## config.mk

```make
export PLATFORM = sky130hd
export DESIGN_NAME = postfix_expression_evaluator_core_flat
export DESIGN_NICKNAME = d
export VERILOG_FILES = /design/src/design/rpn_pkg.sv /design/src/design/rpn_if.sv /design/src/design/rpn_cell.sv /design/src/design/rpn_divider.sv /design/src/design/postfix_expression_evaluator_core.sv /design/src/flat_wrapper.sv
export SDC_FILE = /design/constraint.sdc
export NUM_CORES = 2
export LEC_CHECK = 0
export BUFFER_PORTS_ARGS = -buffer_cell sky130_fd_sc_hd__buf_2
export CAP_MARGIN = 20
export CORE_MARGIN = 4
export CORE_UTILIZATION = 40
export DETAILED_ROUTE_END_ITERATION = 8
export PLACE_DENSITY = 0.65
export REMOVE_ABC_BUFFERS = 1
export SLEW_MARGIN = 20
export SYNTH_ARGS = -nofsm -noshare
export SYNTH_HDL_FRONTEND = slang
export SYNTH_SLANG_ARGS = --single-unit
```

## constraint.sdc

```tcl
create_clock -name i_clk -period 45.4 [get_ports i_clk]
set_clock_uncertainty 0.15 [all_clocks]
set_input_delay 4.54 -clock i_clk [delete_from_list [all_inputs] [get_ports i_clk]]
set_output_delay 4.54 -clock i_clk [all_outputs]
set_load 0.01 [all_outputs]
```

## src/design/rpn_pkg.sv

```systemverilog
// Package: shared widths, symbol codes, status codes and stack cell controls.
package rpn_pkg;

    localparam int DATA_W            = 32;
    localparam int SYM_W             = 7;
    localparam int STATUS_W          = 3;
    localparam int STACK_DEPTH_DEF   = 32;

    typedef logic [DATA_W-1:0]   t_data;
    typedef logic [SYM_W-1:0]    t_sym;
    typedef logic [STATUS_W-1:0] t_status;

    // Stack cell controls
    typedef logic [1:0] t_cell_op;
    localparam t_cell_op CELL_HOLD = 2'd0;
    localparam t_cell_op CELL_PUSH = 2'd1;   // take the value from the cell above
    localparam t_cell_op CELL_POP  = 2'd2;   // take the value from the cell below

    // Result status codes
    localparam t_status ST_OK        = 3'd0;
    localparam t_status ST_OVERFLOW  = 3'd1;
    localparam t_status ST_UNDERFLOW = 3'd2;
    localparam t_status ST_DIVZERO   = 3'd3;
    localparam t_status ST_DEPTH     = 3'd4;
    localparam t_status ST_SYMBOL    = 3'd5;

    // Symbol codes
    localparam t_sym SYM_PLUS  = 7'h2B;
    localparam t_sym SYM_MINUS = 7'h2D;
    localparam t_sym SYM_MUL   = 7'h2A;
    localparam t_sym SYM_DIV   = 7'h2F;
    localparam t_sym SYM_ZERO  = 7'h30;
    localparam t_sym SYM_NINE  = 7'h39;
    localparam t_sym SYM_LOW_A = 7'h61;
    localparam t_sym SYM_LOW_Z = 7'h7A;

endpackage

```

## src/design/rpn_if.sv

```systemverilog
// Interfaces: symbol request channel and result channel.
interface rpn_sym_if;
    logic              valid;
    logic              ready;
    rpn_pkg::t_sym     symbol;
    logic              last;

    modport source (output valid, output symbol, output last, input ready);
    modport sink   (input valid, input symbol, input last, output ready);
endinterface

interface rpn_res_if;
    logic                        valid;
    logic                        ready;
    logic signed [rpn_pkg::DATA_W-1:0] value;
    rpn_pkg::t_status            status;

    modport source (output valid, output value, output status, input ready);
    modport sink   (input valid, input value, input status, output ready);
endinterface

```

## src/design/rpn_cell.sv

```systemverilog
// Stack cell: one operand entry that shifts down on push and up on pop.
module rpn_cell (
    input  logic              i_clk,
    input  rpn_pkg::t_cell_op i_op,
    input  rpn_pkg::t_data    i_up,
    input  rpn_pkg::t_data    i_down,
    output rpn_pkg::t_data    o_val
);
    import rpn_pkg::*;

    t_data r_val;

    always_ff @(posedge i_clk) begin
        unique case (i_op)
            CELL_PUSH: r_val <= i_up;
            CELL_POP:  r_val <= i_down;
            default:   r_val <= r_val;
        endcase
    end

    assign o_val = r_val;

endmodule

```

## src/design/rpn_divider.sv

```systemverilog
// Iterative signed divider: one quotient bit per cycle, truncating toward zero.
module rpn_divider (
    input  logic           i_clk,
    input  logic           i_rst_n,
    input  logic           i_start,
    input  rpn_pkg::t_data i_dividend,
    input  rpn_pkg::t_data i_divisor,
    output logic           o_done,
    output rpn_pkg::t_data o_quotient
);
    import rpn_pkg::*;

    localparam int STEP_W = $clog2(DATA_W);

    logic              r_busy;
    logic              r_done;
    logic [STEP_W-1:0] r_step;
    logic [DATA_W:0]   r_rem;
    t_data             r_quo;
    t_data             r_div;
    logic              r_neg;

    t_data           w_a_mag;
    t_data           w_b_mag;
    logic [DATA_W:0] w_shift;
    logic [DATA_W:0] w_trial;

    assign w_a_mag = i_dividend[DATA_W-1] ? (t_data'(0) - i_dividend) : i_dividend;
    assign w_b_mag = i_divisor[DATA_W-1]  ? (t_data'(0) - i_divisor)  : i_divisor;
    assign w_shift = {r_rem[DATA_W-1:0], r_quo[DATA_W-1]};
    assign w_trial = w_shift - {1'b0, r_div};

    always_ff @(posedge i_clk) begin
        if (!i_rst_n) begin
            r_busy <= 1'b0;
            r_done <= 1'b0;
            r_step <= '0;
        end else begin
            r_done <= 1'b0;
            if (i_start) begin
                r_busy <= 1'b1;
                r_step <= '0;
            end else if (r_busy) begin
                r_step <= r_step + STEP_W'(1);
                if (r_step == STEP_W'(DATA_W - 1)) begin
                    r_busy <= 1'b0;
                    r_done <= 1'b1;
                end
            end
        end
    end

    always_ff @(posedge i_clk) begin
        if (i_start) begin
            r_rem <= '0;
            r_quo <= w_a_mag;
            r_div <= w_b_mag;
            r_neg <= i_dividend[DATA_W-1] ^ i_divisor[DATA_W-1];
        end else if (r_busy) begin
            // keep the trial remainder only when it did not go negative
            r_rem <= w_trial[DATA_W] ? w_shift : w_trial;
            r_quo <= {r_quo[DATA_W-2:0], ~w_trial[DATA_W]};
        end
    end

    assign o_done     = r_done;
    assign o_quotient = r_neg ? (t_data'(0) - r_quo) : r_quo;

endmodule

```

## src/design/postfix_expression_evaluator_core.sv

```systemverilog
// Postfix expression evaluator: top level with stack cell chain, divider and control.
//
// Symbols of a postfix expression arrive one request at a time, the last one
// flagged. Letters a-z push 1-26, digits push 0-9, and + - * / combine the two
// top entries with 32-bit wrap; / truncates toward zero. The operand stack is a
// chain of STACK_DEPTH cells that shift down on a push and up on a pop, so the
// two top entries always sit in fixed cells. A push or + - * updates the stack at
// once; a / waits while the bit-serial divider makes one quotient bit a cycle. One
// result comes out on the last symbol, or at once on the first error (value 0,
// status code); symbols after an error are dropped up to the last one. A new
// symbol is taken when no / runs and the result register is free or being drained.
module postfix_expression_evaluator_core #(
    parameter int STACK_DEPTH = rpn_pkg::STACK_DEPTH_DEF
) (
    input  logic           i_clk,
    input  logic           i_rst_n,
    rpn_sym_if.sink        i_sym,
    rpn_res_if.source      o_res
);
    import rpn_pkg::*;

    localparam int CNT_W = $clog2(STACK_DEPTH + 1);

    localparam logic S_IDLE = 1'b0;
    localparam logic S_DIV  = 1'b1;

    logic             r_state;
    logic             n_state;
    logic [CNT_W-1:0] r_count;
    logic [CNT_W-1:0] n_count;
    logic             r_err_seen;
    logic             n_err_seen;
    logic             r_last;
    logic             n_last;

    logic             r_out_valid;
    t_data            r_out_value;
    t_status          r_out_status;

    t_data            w_cell [STACK_DEPTH];
    t_cell_op         w_op_head;
    t_cell_op         w_op_tail;
    t_data            w_head_val;

    logic             w_emit;
    t_data            w_emit_value;
    t_status          w_emit_status;
    logic             w_div_start;
    logic             w_div_done;
    t_data            w_quotient;

    logic             w_accept;
    logic             w_is_lower;
    logic             w_is_digit;
    logic             w_is_op;
    t_data            w_push_val;
    t_data            w_prod;

    // stack cell chain
    for (genvar g = 0; g < STACK_DEPTH; g++) begin : g_cell
        if (g == 0) begin : g_head
            rpn_cell u_cell (
                .i_clk  (i_clk),
                .i_op   (w_op_head),
                .i_up   (w_head_val),
                .i_down (w_cell[1]),
                .o_val  (w_cell[0])
            );
        end else if (g == STACK_DEPTH - 1) begin : g_foot
            rpn_cell u_cell (
                .i_clk  (i_clk),
                .i_op   (w_op_tail),
                .i_up   (w_cell[g-1]),
                .i_down ('0),
                .o_val  (w_cell[g])
            );
        end else begin : g_mid
            rpn_cell u_cell (
                .i_clk  (i_clk),
                .i_op   (w_op_tail),
                .i_up   (w_cell[g-1]),
                .i_down (w_cell[g+1]),
                .o_val  (w_cell[g])
            );
        end
    end

    rpn_divider u_div (
        .i_clk      (i_clk),
        .i_rst_n    (i_rst_n),
        .i_start    (w_div_start),
        .i_dividend (w_cell[1]),
        .i_divisor  (w_cell[0]),
        .o_done     (w_div_done),
        .o_quotient (w_quotient)
    );

    assign i_sym.ready = (r_state == S_IDLE) && (!r_out_valid || o_res.ready);
    assign w_accept    = i_sym.valid && i_sym.ready;

    assign w_is_lower = (i_sym.symbol >= SYM_LOW_A) && (i_sym.symbol <= SYM_LOW_Z);
    assign w_is_digit = (i_sym.symbol >= SYM_ZERO) && (i_sym.symbol <= SYM_NINE);
    assign w_is_op    = (i_sym.symbol == SYM_PLUS) || (i_sym.symbol == SYM_MINUS) ||
                        (i_sym.symbol == SYM_MUL)  || (i_sym.symbol == SYM_DIV);
    assign w_push_val = w_is_lower ? DATA_W'(i_sym.symbol - SYM_LOW_A + SYM_W'(1))
                                   : DATA_W'(i_sym.symbol - SYM_ZERO);
    assign w_prod     = w_cell[1] * w_cell[0];

    always_comb begin
        n_state       = r_state;
        n_count       = r_count;
        n_err_seen    = r_err_seen;
        n_last        = r_last;
        w_op_head     = CELL_HOLD;
        w_op_tail     = CELL_HOLD;
        w_head_val    = w_push_val;
        w_emit        = 1'b0;
        w_emit_value  = '0;
        w_emit_status = ST_OK;
        w_div_start   = 1'b0;

        unique case (r_state)
            S_IDLE: begin
                if (w_accept) begin
                    if (r_err_seen) begin
                        // drop until the last symbol
                        if (i_sym.last) begin
                            n_err_seen = 1'b0;
                        end
                    end else if (w_is_lower || w_is_digit) begin
                        if (r_count >= CNT_W'(STACK_DEPTH)) begin
                            w_emit        = 1'b1;
                            w_emit_status = ST_OVERFLOW;
                        end else begin
                            w_op_head = CELL_PUSH;
                            w_op_tail = CELL_PUSH;
                            n_count   = r_count + CNT_W'(1);
                        end
                    end else if (w_is_op) begin
                        if (r_count < CNT_W'(2)) begin
                            w_emit        = 1'b1;
                            w_emit_status = ST_UNDERFLOW;
                        end else if (i_sym.symbol == SYM_DIV) begin
                            if (w_cell[0] == '0) begin
                                w_emit        = 1'b1;
                                w_emit_status = ST_DIVZERO;
                            end else begin
                                w_div_start = 1'b1;
                                n_last      = i_sym.last;
                                n_state     = S_DIV;
                            end
                        end else begin
                            case (i_sym.symbol)
                                SYM_PLUS:  w_head_val = w_cell[1] + w_cell[0];
                                SYM_MINUS: w_head_val = w_cell[1] - w_cell[0];
                                default:   w_head_val = w_prod;
                            endcase
                            w_op_head = CELL_PUSH;
                            w_op_tail = CELL_POP;
                            n_count   = r_count - CNT_W'(1);
                        end
                    end else begin
                        w_emit        = 1'b1;
                        w_emit_status = ST_SYMBOL;
                    end

                    if (!r_err_seen && !w_emit && !w_div_start && i_sym.last) begin
                        w_emit = 1'b1;
                        if (n_count == CNT_W'(1)) begin
                            w_emit_value = w_head_val;
                        end else begin
                            w_emit_status = ST_DEPTH;
                        end
                    end

                    if (!r_err_seen && w_emit) begin
                        n_count    = '0;
                        n_err_seen = (w_emit_status != ST_OK) && !i_sym.last;
                    end
                end
            end
            S_DIV: begin
                if (w_div_done) begin
                    w_head_val = w_quotient;
                    w_op_head  = CELL_PUSH;
                    w_op_tail  = CELL_POP;
                    n_count    = r_count - CNT_W'(1);
                    n_state    = S_IDLE;
                    if (r_last) begin
                        w_emit  = 1'b1;
                        n_count = '0;
                        if (r_count == CNT_W'(2)) begin
                            w_emit_value = w_quotient;
                        end else begin
                            w_emit_status = ST_DEPTH;
                        end
                    end
                end
            end
            default: n_state = S_IDLE;
        endcase
    end

    always_ff @(posedge i_clk) begin
        if (!i_rst_n) begin
            r_state     <= S_IDLE;
            r_count     <= '0;
            r_err_seen  <= 1'b0;
            r_last      <= 1'b0;
            r_out_valid <= 1'b0;
        end else begin
            r_state    <= n_state;
            r_count    <= n_count;
            r_err_seen <= n_err_seen;
            r_last     <= n_last;
            if (w_emit) begin
                r_out_valid <= 1'b1;
            end else if (o_res.ready) begin
                r_out_valid <= 1'b0;
            end
        end
    end

    always_ff @(posedge i_clk) begin
        if (w_emit) begin
            r_out_value  <= w_emit_value;
            r_out_status <= w_emit_status;
        end
    end

    assign o_res.valid  = r_out_valid;
    assign o_res.value  = $signed(r_out_value);
    assign o_res.status = r_out_status;

    a_count_bound: assert property (@(posedge i_clk) disable iff (!i_rst_n)
        r_count <= CNT_W'(STACK_DEPTH))
        else $error("stack count beyond depth");

    a_div_operands: assert property (@(posedge i_clk) disable iff (!i_rst_n)
        (r_state == S_DIV) |-> (r_count >= CNT_W'(2)))
        else $error("division running without two operands");

    a_div_done_state: assert property (@(posedge i_clk) disable iff (!i_rst_n)
        w_div_done |-> (r_state == S_DIV))
        else $error("divider finished outside a division");

    a_err_empty: assert property (@(posedge i_clk) disable iff (!i_rst_n)
        r_err_seen |-> (r_count == '0))
        else $error("stack not empty while dropping symbols");

endmodule
```

## src/flat_wrapper.sv

```systemverilog
// flat-port wrapper written by rule: the top's interface ports become plain ports
module postfix_expression_evaluator_core_flat import rpn_pkg::*;
#(
    parameter int STACK_DEPTH = rpn_pkg::STACK_DEPTH_DEF
)
  (i_clk, i_rst_n, i_sym_valid, i_sym_symbol, i_sym_last, i_sym_ready, o_res_valid, o_res_value, o_res_status, o_res_ready);
  rpn_sym_if i_sym_i ();
  rpn_res_if o_res_i ();
  input  logic i_clk;
  input  logic i_rst_n;
  input wire logic [$bits(i_sym_i.valid)-1:0] i_sym_valid;
  input wire logic [$bits(i_sym_i.symbol)-1:0] i_sym_symbol;
  input wire logic [$bits(i_sym_i.last)-1:0] i_sym_last;
  output wire logic [$bits(i_sym_i.ready)-1:0] i_sym_ready;
  output wire logic [$bits(o_res_i.valid)-1:0] o_res_valid;
  output wire logic [$bits(o_res_i.value)-1:0] o_res_value;
  output wire logic [$bits(o_res_i.status)-1:0] o_res_status;
  input wire logic [$bits(o_res_i.ready)-1:0] o_res_ready;
  assign i_sym_i.valid = i_sym_valid;
  assign i_sym_i.symbol = i_sym_symbol;
  assign i_sym_i.last = i_sym_last;
  assign i_sym_ready = i_sym_i.ready;
  assign o_res_valid = o_res_i.valid;
  assign o_res_value = o_res_i.value;
  assign o_res_status = o_res_i.status;
  assign o_res_i.ready = o_res_ready;
  postfix_expression_evaluator_core #(.STACK_DEPTH(STACK_DEPTH)) u_core (.i_clk(i_clk), .i_rst_n(i_rst_n), .i_sym(i_sym_i), .o_res(o_res_i));
endmodule
```

Word-level counts from Yosys, hierarchy flattened
Index checks and enable logic that the tools add are counted.
{"block": "totals", "word_cells": 257, "reg_bits": 1173, "output_inout_bits": 37, "in_bits": 12}
{"block": "classes", "reduce_logical": 30, "multipliers": 1, "muxes": 139, "n_eq_ne": 13, "magnitude_cmp": 6, "bitwise": 9, "addsub": 12}
{"cell": "$pmux W32 S2", "n": 35}
{"cell": "$mux W32", "n": 19}
{"cell": "$sub A1 B32 Y32 const A", "n": 3}
{"cell": "$mux W6", "n": 12}
{"cell": "$mux W1", "n": 40}
{"cell": "$mux W3", "n": 13}
{"cell": "$sub A33 B32 Y33", "n": 1}
{"cell": "$add A32 B1 Y32 const B", "n": 1}
{"cell": "$add A32 B32 Y32", "n": 1}
{"cell": "$logic_not A32 Y1", "n": 1}
{"cell": "$mul A32 B32 Y32", "n": 1}
{"cell": "$sub A32 B32 Y32", "n": 1}
{"cell": "$mux W31", "n": 1}
{"cell": "$eq A7 B6 Y1 const B", "n": 4}
{"cell": "$mux W2", "n": 13}
{"cell": "$pmux W6 S2", "n": 1}
{"cell": "$logic_and A1 B1 Y1", "n": 9}
{"cell": "$not A1 Y1", "n": 8}
{"cell": "$pmux W2 S2", "n": 2}
{"cell": "$reduce_and A8 Y1", "n": 1}
{"cell": "$reduce_bool A2 Y1", "n": 4}
{"cell": "$sub A7 B6 Y8 const B", "n": 1}
{"cell": "$sub A7 B7 Y8 const B", "n": 1}
{"cell": "$ge A7 B6 Y1 const B", "n": 1}
{"cell": "24 further kinds", "n": 36}

Depth between registers and ports, before layout
{"block": "depth", "word_depth": 20, "depth_mapped": 29, "ltp_nobuf": 27}

Modules after synthesis
A second synthesis with hierarchy kept.
{"block": "hier_totals", "cells_unflattened": 5799, "area_unflattened_um2": 78831.9}
{"module": "rpn_cell", "seq_area_each_um2": 960.9, "instances": 32, "cells_each": 71, "area_each_um2": 1525.2}
{"module": "postfix_expression_evaluator_core", "seq_area_each_um2": 1251.2, "instances": 1, "cells_each": 2631, "area_each_um2": 22281.4}
{"module": "rpn_divider", "seq_area_each_um2": 2732.6, "instances": 1, "cells_each": 896, "area_each_um2": 7743.7}

Least setup slack after synthesis
Ideal clock, no wire load.
{"block": "synth_path", "path_kind": "input -> register", "from": "input i_sym_symbol[1]", "to": "register u_core.g_cell[10].g_mid.u_cell.r_val[0], enable pin", "t_required_ns": 43.916, "stages": 10, "setup_slack_ns": 18.322, "n_path_buf": 0, "arrival_ns": 25.594, "setup_time_ns": 1.334, "path_cell_list": "inv_1 -> ha_1 -> or4b_1 -> a31oi_1 -> o2bb2ai_1 -> nor2_2 -> nand3_1 -> nand2_1 -> ha_1 -> inv_1"}
{"block": "synth_via", "elab_chain_cells": 11, "word_cells_on_any_way": 24, "cone_classes": "order compare (4); eq/ne (6); mux (7); reduce/logical (7)"}
{"element": "start, declared", "line_no": "flat_wrapper.sv:12", "text": "input wire logic [$bits(i_sym_i.symbol)-1:0] i_sym_symbol;"}
{"element": "parallel branches: the longest is 5 deep, another holds $ge A7 B7 Y1"}
{"element": "$mux W2 (*)", "line_no": "postfix_expression_evaluator_core.sv:130", "text": "end else if (w_is_lower || w_is_digit) begin"}
{"element": "$mux W2 (*)", "line_no": "postfix_expression_evaluator_core.sv:125", "text": "if (r_err_seen) begin"}
{"element": "$mux W2 (*)", "line_no": "postfix_expression_evaluator_core.sv:124", "text": "if (w_accept) begin"}
{"element": "$pmux W2 S2 (*)", "line_no": "postfix_expression_evaluator_core.sv:122", "text": "unique case (r_state)"}
{"element": "$eq A2 B2 Y1 / $eq A2 B1 Y1 (equally long branches)", "line_no": "rpn_cell.sv:14", "text": "unique case (i_op)"}
{"element": "$reduce_bool A2 Y1 (no source line) (*)"}
{"element": "end signal, assigned", "line_no": "rpn_cell.sv:15", "text": "CELL_PUSH: r_val <= i_up;"}
{"element": "end signal, assigned", "line_no": "rpn_cell.sv:16", "text": "CELL_POP: r_val <= i_down;"}
{"element": "end signal, assigned", "line_no": "rpn_cell.sv:17", "text": "default: r_val <= r_val;"}
{"element": "end, declared", "line_no": "rpn_cell.sv:11", "text": "t_data r_val;"}
Mark *: on every way between the ends.
A chain may end at the register's enable or synchronous reset.

Worst setup path after layout
{"block": "layout_path", "from": "input i_sym_symbol[1]", "to": "register u_core.g_cell[11].g_mid.u_cell.r_val[27], data pin"}
{"block": "layout_via", "elab_chain_cells": 11, "word_cells_on_any_way": 24, "cone_classes": "order compare (4); eq/ne (6); mux (8); reduce/logical (6)"}
{"element": "parallel branches: the longest is 5 deep, another holds $ge A7 B7 Y1"}
{"element": "$mux W2 (*)", "line_no": "postfix_expression_evaluator_core.sv:130"}
{"element": "$mux W2 (*)", "line_no": "postfix_expression_evaluator_core.sv:125"}
{"element": "$mux W2 (*)", "line_no": "postfix_expression_evaluator_core.sv:124"}
{"element": "$pmux W2 S2 (*)", "line_no": "postfix_expression_evaluator_core.sv:122"}
{"element": "$eq A2 B2 Y1 / $eq A2 B1 Y1 (equally long branches)", "line_no": "rpn_cell.sv:14"}
{"element": "$pmux W32 S2 (*)", "line_no": "rpn_cell.sv:14"}
{"element": "end signal, assigned", "line_no": "rpn_cell.sv:15"}
{"element": "end signal, assigned", "line_no": "rpn_cell.sv:16"}
{"element": "end signal, assigned", "line_no": "rpn_cell.sv:17"}
{"element": "end, declared", "line_no": "rpn_cell.sv:11"}
Marks and branches as above.

==> reports/qor.csv <==
metric,value,unit
multi_input_area,0.03447,sq mm
stdcell_count,8094,
synth_cell_types,94,
rsz0062_at_grt,no,
vias,43170,
yosys.area.top_type,edfxtp_1,
grt_max_degree,209,
grt_pass1_vias,43340,
ctsResizeCount,0,
nets,6269,
required,45.72,ns
syn_inst,5705,
min_path_type,flop to flop,
syn_area_per_cell,12.64,sq um
drv_slew,0,
synth_top_area_share,46.80,%
period_needed,11.93,ns
layout_setup_ws,33.47,ns
grt_use_total,16.42,%
end_kind,flop,
synth-edff-count,1124,
fmax,83.84,MHz
seq_area,0.03473,sq mm
ys_async_sr_fraction,0,%
fillCellCount,16280,
fin_crit_sh,26.27,%
drt_pass1_iterations,6,
path_class,primary input to flop,
place_ws,32.48,ns
hold_viol_final,0,
drive_above_1_share,22.96,%
htree_levels,3,
hold_buffers,0,
finalWeightedCongestion,0.9009,
portBuffers,48,
hold_slack,0.3270,ns
clock-root-buffer,clkbuf_16,
drc,0,
crit_path_start_kind,primary input,
drt-vias-per-instance,5.333,
yosys-top-cells-area,"edfxtp_1, mux2_2, fa_1",
yosysWarnings,0,
clkTransAtPathRegs,0.06,ns
rrSetupSlack,36.30,ns
antenna_found_initial,5,
drtIter0Drc,3780,
syn_area,0.07212,sq mm
clock_latency,0.78,ns
numCtsBuffers,121,
cts_setup_buffers,0,
setup_violations,0,
tritoncts,built,
ys_seq_area_share,48.16,%
wirelength,156000,um
die_w,432.6,um
clockBufferDepth,3,
status,finished clean,
setup_tns,0,ns
numClockSinks,1173,
post_drt_wl_per_cell,19.28,um
synth_flop_cell,edfxtp_1,
area_growth,9.242,%
worst_pin_slew,1.153,ns
fp.coreArea,0.1788,sq mm
die_area,0.1871,sq mm
grt_overflow,0,
die_y,432.6,um
cap_violations,0,
place.detailed.hpwl,103300,um
rows,155,
start_util,40.33,%
ant_nets,0,
grt_pass1_wl,245000,um
worst-path-max-fanout,208,
arrival,12.24,ns
synth-seq-cells,1173,
io_pins,49,
placed_cells,7865,
max_slew_margin,23.14,%
## cell usage in the layout, fill, tap and decap left out, types with 12 or more instances in the layout
| cell type | Yosys | routed |
|---|---|---|
| edfxtp_1 | 1124 | 1124 |
| mux2_2 | 961 | 961 |
| nand2_1 | 465 | 463 |
| inv_1 | 448 | 447 |
| fa_1 | 410 | 410 |
| and2_1 | 321 | 321 |
| ha_1 | 214 | 213 |
| o21ai_0 | 194 | 194 |
| a21oi_1 | 183 | 183 |
| nor2_1 | 162 | 162 |
| xnor2_1 | 155 | 154 |
| clkbuf_16 | 0 | 121 |
| xor2_1 | 111 | 111 |
| buf_4 | 0 | 80 |
| nor2b_1 | 57 | 57 |
| buf_2 | 8 | 48 |
| dfxtp_1 | 49 | 48 |
| nand3_1 | 40 | 39 |
| o31ai_1 | 38 | 38 |
| a21o_1 | 37 | 37 |
| nor3_1 | 33 | 32 |
| nand2b_1 | 28 | 28 |
| clkinv_1 | 3 | 28 |
| o21a_1 | 24 | 24 |
| clkinv_2 | 0 | 24 |
| clkbuf_1 | 305 | 22 |
| or3_1 | 21 | 21 |
| o22ai_1 | 20 | 20 |
| a31oi_1 | 17 | 17 |
| a211oi_1 | 17 | 17 |
| and3_1 | 17 | 16 |
| o21ai_1 | 16 | 15 |
| mux2i_1 | 15 | 15 |
| o21bai_1 | 14 | 14 |
| bufinv_16 | 0 | 13 |
| or4_1 | 12 | 12 |
## cells in the mapped netlist (11+ instances only)
master	instances
a31oi_1	17
o21ai_0	194
o21ai_1	16
nor2b_1	57
fa_1	410
nand2b_1	28
xnor2_1	155
and3_1	17
or4_1	12
nand3_1	40
inv_1	448
a21o_1	37
o22ai_1	20
a211oi_1	17
nand2_1	465
nor3_1	33
dfxtp_1	49
o21a_1	24
or3_1	21
mux2_2	961
xor2_1	111
o31ai_1	38
nor2_1	162
o21bai_1	14
clkbuf_1	305
buf_1	16
edfxtp_1	1124
o41ai_1	11
a21oi_1	183
mux2i_1	15
ha_1	214
and2_1	321
o211ai_1	11
## registers in the layout, indices dropped and copies added (netlist names)
| name | cells |
|---|---|
| u_core.o_res.valid | 1 |
| u_core.r_err_seen | 1 |
| u_core.u_div.r_step | 5 |
| u_core.o_res.value | 32 |
| u_core.u_div.r_busy | 1 |
| u_core.r_count | 6 |
| u_core.r_last | 1 |
| u_core.g_cell.g_foot.u_cell.o_val | 32 |
| u_core.g_cell.g_head.u_cell.o_val | 32 |
| u_core.u_div.r_quo | 32 |
| u_core.u_div.r_neg | 1 |
| u_core.u_div.r_div | 32 |
| u_core.u_div.r_rem | 32 |
| u_core.u_div.o_done | 1 |
| u_core.r_state | 1 |
| u_core.g_cell.g_mid.u_cell.o_val | 960 |
| u_core.o_res.status | 3 |
## logic make-up (layout without fill, tap and decap cells)
logic type      count (synthesis)  in the layout  share of synthesized area, %
mux                           976            976                         15.21
simple gates                 1216           1216                         8.434
xor+xnor                      266            266                         3.231
compound gates                669            669                         5.774
other cells                     0              3                             0
buf+inv                       781            812                         4.089
flops                        1173           1173                         48.16
fa+ha+maj                     624            624                         15.09
## worst max-delay path, stage by stage
cell and delay (ns):
buf_2 0.13, inv_1 0.08, ha_1 0.22, or4b_1 0.47, a31oi_1 0.25, o2bb2ai_1 0.11, buf_4 0.20, nor2_2 0.28
nand3_1 0.11, buf_4 0.24, nand2_1 0.15, ha_4 0.76, buf_4 0.79, buf_6 0.71, buf_4 0.74, buf_4 0.77
buf_12 0.73, mux2_2 0.42
## layer usage
| layer | wire length [um] | GRT usage, % |
|---|---|---|
| met3 | 9187 | 2.698 |
| met1 | 68860 | 22.57 |
| met4 | 6392 | 6.248 |
| met2 | 71600 | 26.15 |
| met5 | 0 | 0 |
## layout make-up
class	count	share of cell area, %
Antenna cell	3	0.009529
Clock buffer	143	3.948
Clock inverter	83	1.094
Inverter	451	2.158
Multi-Input combinational cell	3751	43.76
Sequential cell	1173	44.09
Tap cell	2355	3.740
Timing Repair Buffer	135	1.201
## final timing paths
check,startpoint,to,depth (start not counted)
worst max-delay path,i_sym_symbol[1],u_core.g_cell[11].g_mid.u_cell.o_val[27]$_DFFE_PP_,18
worst min-delay path,u_core.u_div.r_rem[21]$_SDFFE_PP0P_,u_core.u_div.r_rem[21]$_SDFFE_PP0P_,2
worst max register to register,u_core.g_cell[0].g_head.u_cell.o_val[6]$_DFFE_PP_,u_core.o_res.value[31]$_DFFE_PP_,23
worst min register to register,u_core.u_div.r_rem[21]$_SDFFE_PP0P_,u_core.u_div.r_rem[21]$_SDFFE_PP0P_,2
## metrics by stage
stage                     area, sq um  utilization, %
after floorplan                 70860               -
after global placement          74790           41.82
after detailed placement        74790           41.82
after CTS                       78760           44.05
after global routing            78780           44.06
final                           78780           44.06
Power is left out: the tool's default activity adds up to more than one toggle a clock period on the data nets, which glitch-free logic cannot reach.
